==> src/hw/rtl/uttb_pkg.sv <==
// Shared types, constants and decode functions for the UUID text-to-binary unit.
package uttb_pkg;

  localparam int TEXT_LENGTH = 36;
  localparam int BYTE_COUNT  = 16;
  localparam int POS_W       = 6;
  localparam int NIB_W       = 5;
  localparam int IDX_W       = $clog2(BYTE_COUNT);
  localparam int ADDR_W      = 3;
  localparam int DATA_W      = 32;

  localparam logic [POS_W-1:0] POS_SAT  = POS_W'(TEXT_LENGTH + 1);
  localparam logic [POS_W-1:0] POS_LAST = POS_W'(TEXT_LENGTH - 1);
  localparam logic [IDX_W-1:0] IDX_LAST = IDX_W'(BYTE_COUNT - 1);

  localparam logic STATUS_OK   = 1'b0;
  localparam logic STATUS_NULL = 1'b1;

  localparam logic REG_SWAP_MODE = 1'b0;

  typedef logic [7:0] byte_t;
  typedef byte_t [BYTE_COUNT-1:0] byte_vec_t;

  typedef struct packed {
    logic             hit;
    logic [NIB_W-1:0] idx;
  } nib_map_t;

  typedef struct packed {
    logic      valid;
    logic      good;
    byte_vec_t bytes;
  } emit_req_t;

  // 0..15 for a hex digit, 16 otherwise
  function automatic logic [4:0] digit_value(input logic [7:0] ch);
    logic [7:0] lc;
    lc = ch | 8'h20;
    if (ch >= 8'h30 && ch <= 8'h39) begin
      return {1'b0, ch[3:0]};
    end else if (lc >= 8'h61 && lc <= 8'h66) begin
      return {1'b0, lc[3:0] + 4'd9};
    end else begin
      return 5'd16;
    end
  endfunction

  // text position to nibble index; hyphen slots and overflow do not hit
  function automatic nib_map_t nib_map(input logic [POS_W-1:0] pos);
    nib_map_t m;
    m.hit = 1'b1;
    m.idx = '0;
    if (pos >= POS_W'(TEXT_LENGTH) || pos == POS_W'(8) || pos == POS_W'(13) ||
        pos == POS_W'(18) || pos == POS_W'(23)) begin
      m.hit = 1'b0;
    end else if (pos < POS_W'(8)) begin
      m.idx = pos[NIB_W-1:0];
    end else if (pos < POS_W'(13)) begin
      m.idx = NIB_W'(pos - POS_W'(1));
    end else if (pos < POS_W'(18)) begin
      m.idx = NIB_W'(pos - POS_W'(2));
    end else if (pos < POS_W'(23)) begin
      m.idx = NIB_W'(pos - POS_W'(3));
    end else begin
      m.idx = NIB_W'(pos - POS_W'(4));
    end
    return m;
  endfunction

  // source byte for output slot k in time-swapped order
  function automatic logic [IDX_W-1:0] swap_src(input int k);
    case (k)
      0:       return IDX_W'(6);
      1:       return IDX_W'(7);
      2:       return IDX_W'(4);
      3:       return IDX_W'(5);
      4:       return IDX_W'(0);
      5:       return IDX_W'(1);
      6:       return IDX_W'(2);
      7:       return IDX_W'(3);
      default: return IDX_W'(k);
    endcase
  endfunction

endpackage

==> src/hw/rtl/uttb_parser.sv <==
// Character parser: position tracking, hex decode and byte store.
module uttb_parser (
  input  logic                clk,
  input  logic                rst_n,
  input  logic                acc,
  input  logic [7:0]          text_char,
  input  logic                char_last,
  output uttb_pkg::emit_req_t req
);
  import uttb_pkg::*;

  logic [POS_W-1:0] pos_r, pos_nxt;
  logic [3:0]       hi_r, hi_nxt;
  logic             bad_r, bad_nxt;
  byte_vec_t        store_r;
  byte_vec_t        merged;
  nib_map_t         nm;
  logic [4:0]       dv;
  logic             dbad;
  logic [3:0]       val;
  logic             wr_en;
  logic [IDX_W-1:0] wr_idx;

  always_comb begin
    nm     = nib_map(pos_r);
    dv     = digit_value(text_char);
    dbad   = nm.hit & dv[4];
    val    = dv[4] ? 4'd0 : dv[3:0];
    wr_en  = nm.hit & nm.idx[0];
    wr_idx = nm.idx[NIB_W-1:1];

    pos_nxt = (pos_r < POS_SAT) ? pos_r + POS_W'(1) : pos_r;
    hi_nxt  = (nm.hit && !nm.idx[0]) ? val : hi_r;
    bad_nxt = bad_r | dbad;
    if (char_last) begin
      pos_nxt = '0;
      hi_nxt  = '0;
      bad_nxt = 1'b0;
    end

    merged = store_r;
    if (wr_en) begin
      merged[wr_idx] = {hi_r, val};
    end

    req.valid = acc & char_last;
    req.good  = (pos_r == POS_LAST) & ~bad_r & ~dbad;
    req.bytes = merged;
  end

  always_ff @(posedge clk) begin
    if (!rst_n) begin
      pos_r <= '0;
      hi_r  <= '0;
      bad_r <= 1'b0;
    end else if (acc) begin
      pos_r <= pos_nxt;
      hi_r  <= hi_nxt;
      bad_r <= bad_nxt;
    end
  end

  always_ff @(posedge clk) begin
    if (acc && wr_en) begin
      store_r[wr_idx] <= {hi_r, val};
    end
  end

endmodule

==> src/hw/rtl/uttb_emitter.sv <==
// Result buffer: loads a finished UUID and shifts out one byte per word.
module uttb_emitter (
  input  logic                clk,
  input  logic                rst_n,
  input  uttb_pkg::emit_req_t req,
  input  logic                swap_mode,
  output logic                busy,
  output logic                out_valid,
  input  logic                out_ready,
  output logic [7:0]          out_byte,
  output logic                out_last,
  output logic                out_status
);
  import uttb_pkg::*;

  logic             valid_r;
  logic             null_r;
  logic [IDX_W-1:0] cnt_r;
  byte_vec_t        buf_r;
  byte_vec_t        ordered;
  logic             take;

  always_comb begin
    for (int k = 0; k < BYTE_COUNT; k++) begin
      ordered[k] = swap_mode ? req.bytes[swap_src(k)] : req.bytes[k];
    end
  end

  assign take       = valid_r & out_ready;
  assign busy       = valid_r;
  assign out_valid  = valid_r;
  assign out_byte   = buf_r[0];
  assign out_last   = null_r | (cnt_r == IDX_LAST);
  assign out_status = null_r ? STATUS_NULL : STATUS_OK;

  always_ff @(posedge clk) begin
    if (!rst_n) begin
      valid_r <= 1'b0;
      null_r  <= 1'b0;
      cnt_r   <= '0;
    end else if (req.valid) begin
      valid_r <= 1'b1;
      null_r  <= ~req.good;
      cnt_r   <= '0;
    end else if (take) begin
      if (out_last) begin
        valid_r <= 1'b0;
      end
      cnt_r <= cnt_r + IDX_W'(1);
    end
  end

  always_ff @(posedge clk) begin
    if (req.valid) begin
      if (req.good) begin
        buf_r <= ordered;
      end else begin
        buf_r[0] <= '0;
      end
    end else if (take) begin
      for (int k = 0; k < BYTE_COUNT - 1; k++) begin
        buf_r[k] <= buf_r[k+1];
      end
    end
  end

  a_no_load_busy: assert property (@(posedge clk) disable iff (!rst_n)
    req.valid |-> !valid_r)
    else $error("load while result pending");

  a_null_single: assert property (@(posedge clk) disable iff (!rst_n)
    (valid_r && null_r) |-> (out_last && cnt_r == '0))
    else $error("null status not a single last word");

  a_drop_after_last: assert property (@(posedge clk) disable iff (!rst_n)
    (take && out_last) |=> !valid_r)
    else $error("valid held after last word");

  a_count_steps: assert property (@(posedge clk) disable iff (!rst_n)
    (take && !out_last) |=> (valid_r && cnt_r == $past(cnt_r) + IDX_W'(1)))
    else $error("byte count did not advance");

endmodule

==> src/hw/rtl/uuid_text_to_binary_unit.sv <==
// Top level of the UUID text-to-binary unit with its configuration register.
// Latency: a final character is accepted, its first result word is valid the next cycle.
// Throughput: one character per cycle; 16 words per good UUID, one per out_ready cycle.
// A final character is held off while the previous result is still being emitted.
// Reset (synchronous, rst_n low) clears position, digit state, output flags and swap_mode.
module uuid_text_to_binary_unit (
  input  logic                        clk,
  input  logic                        rst_n,
  input  logic                        in_valid,
  output logic                        in_ready,
  input  logic [7:0]                  in_text_char,
  input  logic                        in_char_last,
  output logic                        out_valid,
  input  logic                        out_ready,
  output logic [7:0]                  out_byte,
  output logic                        out_last,
  output logic                        out_status,
  input  logic                        psel,
  input  logic                        penable,
  input  logic                        pwrite,
  input  logic [uttb_pkg::ADDR_W-1:0] paddr,
  input  logic [uttb_pkg::DATA_W-1:0] pwdata,
  output logic [uttb_pkg::DATA_W-1:0] prdata,
  output logic                        pready
);
  import uttb_pkg::*;

  logic      swap_r;
  logic      busy;
  logic      acc;
  logic      reg_sel;
  emit_req_t req;

  assign in_ready = ~in_char_last | ~busy;
  assign acc      = in_valid & in_ready;
  assign pready   = 1'b1;
  assign reg_sel  = (paddr[2] == REG_SWAP_MODE);
  assign prdata   = reg_sel ? {{(DATA_W-1){1'b0}}, swap_r} : '0;

  always_ff @(posedge clk) begin
    if (!rst_n) begin
      swap_r <= 1'b0;
    end else if (psel && penable && pwrite && pready && reg_sel) begin
      swap_r <= pwdata[0];
    end
  end

  uttb_parser u_parser (
    .clk       (clk),
    .rst_n     (rst_n),
    .acc       (acc),
    .text_char (in_text_char),
    .char_last (in_char_last),
    .req       (req)
  );

  uttb_emitter u_emitter (
    .clk        (clk),
    .rst_n      (rst_n),
    .req        (req),
    .swap_mode  (swap_r),
    .busy       (busy),
    .out_valid  (out_valid),
    .out_ready  (out_ready),
    .out_byte   (out_byte),
    .out_last   (out_last),
    .out_status (out_status)
  );

endmodule

==> config.mk <==
export PLATFORM = sky130hd
export DESIGN_NAME = uuid_text_to_binary_unit
export DESIGN_NICKNAME = d
export VERILOG_FILES = /design/src/hw/rtl/uttb_pkg.sv /design/src/hw/rtl/uttb_parser.sv /design/src/hw/rtl/uttb_emitter.sv /design/src/hw/rtl/uuid_text_to_binary_unit.sv
export SDC_FILE = /design/constraint.sdc
export NUM_CORES = 1
export LEC_CHECK = 0
export BUFFER_PORTS_ARGS = -buffer_cell sky130_fd_sc_hd__buf_4
export CORE_AREA = 5 5 181 183
export CTS_CLUSTER_SIZE = 14
export DETAILED_ROUTE_END_ITERATION = 6
export DIE_AREA = 0 0 186 188
export PLACE_DENSITY_LB_ADDON = 0.12
export SLEW_MARGIN = 20
export SYNTH_ARGS = -nofsm -noshare
export SYNTH_HDL_FRONTEND = slang
export SYNTH_HIERARCHICAL = 1
export SYNTH_SLANG_ARGS = --single-unit
==> constraint.sdc <==
create_clock -name clk -period 12.3 [get_ports clk]
set_input_delay 0.615 -clock clk [delete_from_list [all_inputs] [get_ports clk]]
set_output_delay 0.615 -clock clk [all_outputs]
set_load 0.1 [all_outputs]
# Yosys cells after proc, flatten, opt, wreduce, memory -nomap -nowiden
# Cells that the tools add are included.
dict set report op_classes {
  bitwise 17
  multipliers 0
  div 0
  n_lt_le_gt_ge 12
  addsub 7
  shift 0
  reduce_logical 23
  mux 35
  n_eq_ne 7
}
# cell n
set op_table {}
lappend op_table {{$mux 120} 2}
lappend op_table {{$bwmux 128} 1}
lappend op_table {{$mux 128} 1}
lappend op_table {{$mux 112} 1}
lappend op_table {{$mux 8} 10}
lappend op_table {{$mux 5} 7}
lappend op_table {{$demux 8 s4} 1}
lappend op_table {{$eq 6x4->1 const B} 2}
lappend op_table {{$eq 6x5->1 const B} 2}
lappend op_table {{$lt 6x4->1 const B} 2}
lappend op_table {{$lt 6x5->1 const B} 2}
lappend op_table {{$mux 4} 3}
lappend op_table {{$mux 6} 2}
lappend op_table {{$reduce_and 2->1} 5}
lappend op_table {{$sub 5x2->5 const B} 2}
lappend op_table {{$ge 8x6->1 const B} 1}
lappend op_table {{$ge 8x7->1 const B} 1}
lappend op_table {{$le 8x6->1 const B} 1}
lappend op_table {{$le 8x7->1 const B} 1}
lappend op_table {{$logic_and 1x1->1} 8}
lappend op_table {{$reduce_bool 2->1} 4}
lappend op_table {{$and 1x1->1} 7}
lappend op_table {{$mux 1} 7}
lappend op_table {{$not 1->1} 7}
lappend op_table {{other kinds (16)} 21}
dict set report totals {
  word_cells 140
  mem_count 0
  in_bits 51
  rom_bits 0
  latchBits 0
  regBits 274
  mem_bits_rw 0
  out_inout_bits 45
}

# Longest topological paths before layout
dict set report logic_depth {
  ltp_word 15
  depth_mapped 13
  depth_no_buf 10
}

# By module
# Netlist, hierarchy kept.
# mod seq_area_each_um2 n_inst cells_each area_each_um2
set modules_own_cells {}
lappend modules_own_cells {uttb_parser 4063.9 1 629 8672.1}
lappend modules_own_cells {uttb_emitter 3963.8 1 435 6192.2}
lappend modules_own_cells {uuid_text_to_binary_unit 20.0 1 42 325.3}

# Least setup slack after synthesis
# No wires, ideal clock.
dict set report synth_timing {
  path_type {input-to-reg}
  from {in in_char_last}
  to {reg u_emitter/buf_r[100] (netlist bit) (enable)}
  t_arrival_ns 9.944
  required_ns 11.563
  setup_time_ns 0.737
  path_buffers 2
  path_slack_ns 1.619
  stages 7
  cell_sequence {nand2_1 and2_1 nand2_1 inv_1 buf_2 buf_2 o21ai_0}
}
# item line
set synth_rtl {}
lappend synth_rtl {{start, declared} uuid_text_to_binary_unit.sv:12} ;# input logic in_char_last,
lappend synth_rtl {{end signal, assigned} uttb_emitter.sv:56} ;# buf_r <= ordered;
lappend synth_rtl {{end signal, assigned by index} uttb_emitter.sv:62} ;# buf_r[k] <= buf_r[k+1];
lappend synth_rtl {{end, declared} uttb_emitter.sv:19} ;# byte_vec_t buf_r;

==> results.sh <==
export IMPL_outcome="completed"
export IMPL_cts_tree="yes"
export IMPL_setup_tns_ns=0
export IMPL_timing_rr_start="u_parser/pos_r[3]"
export IMPL_slowest_stage="or2_0"
export IMPL_r2r_slack_ns=7.40
export IMPL_drc=0
export IMPL_gr_usage_all_layers=0.181
export IMPL_drt_iter0_markers=526
export IMPL_cp_startpoint="u_parser/pos_r[3]"
export IMPL_dp_cells=1472
export IMPL_yosysSeqAreaShare=0.530
export IMPL_synth_cell_type_count=75
export IMPL_die_area_um2=35000
export IMPL_period_needed_ns=4.90
export IMPL_cts_setup_buffers=0
export IMPL_grt_pass1_wl_um=50300
export IMPL_power_density_nw_per_um2=126
export IMPL_cpLargestDelayFamily="compound AO/OA/AOI/OAI gates"
export IMPL_maxSlewViolCount=0
export IMPL_cts_sinks=274
export IMPL_cp_depth=10
export IMPL_worst_pin_slew_ns=1.09
export IMPL_path_class="reg -> reg"
export IMPL_cts_resized=0
export IMPL_skew_ns=0.00845
export IMPL_hold_class="in -> reg"
export IMPL_antenna_found_initial=0
export IMPL_hold_viol_final=0
export IMPL_layout_drive_gt1_share=0.401
export IMPL_rows=65
export IMPL_ir_drop_uv=96.3
export IMPL_slew_headroom=0.273
export IMPL_cp_cell_sequence="inv_1 -> ha_1 -> a2111oi_0 -> a311oi_1 -> o32ai_2 -> or2_0 -> o2111a_1 -> mux2_2 -> mux2i_1 -> a21oi_1"
export IMPL_worstHoldStart="out_ready"
export IMPL_hold_buffers=0
export IMPL_syn_inst=1106
export IMPL_area_growth_pct=8.12
export IMPL_place_ws_ns=7.31
export IMPL_period_share=0.398
export IMPL_critical_path_required_ns=12.56
export IMPL_die_h_um=188
export IMPL_fmax_mhz=204
export IMPL_cts_buffer_depth=3
export IMPL_critPathMaxStageDelay_ns=0.82
export IMPL_place_hpwl_um=19500
export IMPL_drt_wirelength_per_cell_um=20.9
export IMPL_arrival_ns=5.16
export IMPL_ant_nets=0
export IMPL_layout_nets=1170
export IMPL_wirelength_um=31900
export IMPL_clock_latency_ns=0.55
export IMPL_rr_worst_depth=10
export IMPL_synth_area_um2=15200
export IMPL_globalRouteOverflowTotal=0
export IMPL_htree_levels=1
export IMPL_numCtsBuffers=31
export IMPL_start_util=0.489
export IMPL_path_max_fanout=15
export IMPL_ys_warn_count=6
export IMPL_instances_no_fill=1524
export IMPL_via_per_inst=5.75
export IMPL_finalSetupViolCount=0
export IMPL_synth_main_ff_cell="edfxtp_1"
export IMPL_synth_edf_count=256
export IMPL_total_power_mw=2.07
export IMPL_grt_max_degree=100
export IMPL_synth_seq_cells=274
export IMPL_async_flop_share=0
export IMPL_holdWs_ns=0.304
export IMPL_endpoint_kind="flop"
export IMPL_crit_reg2reg_capture="u_emitter/buf_r[54]"
export IMPL_max_cap_violations=0
export IMPL_io_buffers=30
export IMPL_vias=8760
export IMPL_clock_root_buffer="clkbuf_16"
export IMPL_io_pins=96
export IMPL_endpoint="u_emitter/buf_r[54]"
export IMPL_p_leak_nw=5.56
export IMPL_core_area_um2=31100
export IMPL_rsz0062_at_grt="no"
export IMPL_fin_ws_ns=7.40
export IMPL_drtPass1Iterations=5
export IMPL_critPathLaunchType="flop"
export IMPL_syn_avg_cell_area_um2=13.7
export IMPL_die_w_um=186
export IMPL_clkTransAtPathRegs_ns=0.06
export IMPL_gp_congestion=0.809
export IMPL_grt_pass1_vias=8449
export IMPL_path_buf_inv=1
[worst min path at each step]
stage / to / slack [ns] / cells past startpoint
after floorplan: u_parser/bad_r / 0.44 / 2
after global placement: u_parser/bad_r / 0.46 / 2
after detailed placement: u_parser/bad_r / 0.47 / 2
after CTS: u_emitter/busy / 0.28 / 2
after global routing: u_emitter/busy / 0.31 / 2
final: u_emitter/busy / 0.30 / 2
[flip-flops by register name, indices dropped and copies added (netlist names)]
register,count
u_emitter/null_r,1
u_parser/pos_r,6
u_emitter/cnt_r,4
u_parser/store_r,128
u_emitter/busy,1
u_parser/bad_r,1
u_emitter/buf_r,120
swap_r,1
u_parser/hi_r,4
u_emitter/out_byte,8
[cells in the mapped netlist (5+ instances only)]
| cell | instances | area share |
|---|---|---|
| a21oi_1 | 68 | 0.022 |
| a31oi_1 | 6 | 0.0025 |
| and3_1 | 5 | 0.0021 |
| buf_2 | 24 | 0.0079 |
| buf_4 | 51 | 0.025 |
| buf_6 | 8 | 0.0059 |
| clkbuf_1 | 27 | 0.0067 |
| dfxtp_1 | 18 | 0.024 |
| edfxtp_1 | 256 | 0.51 |
| ha_1 | 16 | 0.013 |
| inv_1 | 13 | 0.0032 |
| mux2_2 | 312 | 0.23 |
| mux2i_1 | 66 | 0.043 |
| nand2_1 | 21 | 0.0052 |
| nand2b_1 | 5 | 0.0021 |
| nand3_1 | 5 | 0.0016 |
| nand3_2 | 9 | 0.0059 |
| nand4_2 | 9 | 0.0074 |
| nor2_1 | 77 | 0.019 |
| o21ai_0 | 12 | 0.0040 |
| o2bb2ai_1 | 8 | 0.0046 |
[layer usage]
metal  part of all wire  routed length, um  vias up  track usage
met5                  0                  0        -            0
met4              0.017                548        0       0.0370
met3              0.037               1200       45       0.0237
met2               0.46              14800      152        0.279
met1               0.48              15400     4385        0.274
li1                   -                  -     4178            -
[metrics by stage]
step / util / cell area, um2
after floorplan: - / 15300
after global placement: 0.498 / 15500
after detailed placement: 0.499 / 15500
after CTS: 0.529 / 16400
after global routing: 0.529 / 16400
final: 0.529 / 16400
[where the power goes]
part           switching (mW)  internal [mW]
clock network           0.347          0.496
registers             0.00867           1.04
logic                   0.127         0.0482
total                   0.483           1.59
[layout make-up]
class	instances	area (um2)
multi-input combinational	739	6550
clock inverter	6	26.3
clock buffer	45	895
inverter	13	53.8
fill	2659	14600
sequential	274	8050
antenna	1	2.50
tap	402	503
timing repair buffer	44	343
[cells by family (layout without fill, tap and decap cells)]
| family | count (synthesis) | after routing | synth area share |
|---|---|---|---|
| mux | 378 | 378 | 0.275 |
| flops | 274 | 274 | 0.530 |
| simple gates | 162 | 162 | 0.0615 |
| compound gates | 146 | 146 | 0.0684 |
| buf+inv | 123 | 108 | 0.0489 |
| fa+ha+maj | 16 | 16 | 0.0132 |
| xor+xnor | 5 | 5 | 0.00288 |
| other cells | 2 | 33 | 0.000494 |
[placed cells by master, fill, tap and decap left out, drive strengths merged, types with 5 or more instances in the layout]
| cell type | n |
|---|---|
| a21oi | 70 |
| a31oi | 6 |
| and3 | 5 |
| buf | 44 |
| clkbuf | 45 |
| clkinv | 6 |
| conb | 32 |
| dfxtp | 18 |
| edfxtp | 256 |
| ha | 16 |
| inv | 13 |
| mux2 | 312 |
| mux2i | 66 |
| nand2 | 23 |
| nand2b | 5 |
| nand3 | 14 |
| nand4 | 10 |
| nor2 | 77 |
| o211ai | 5 |
| o21ai | 15 |
| o2bb2ai | 8 |
(Power assumes the default switching activity.)
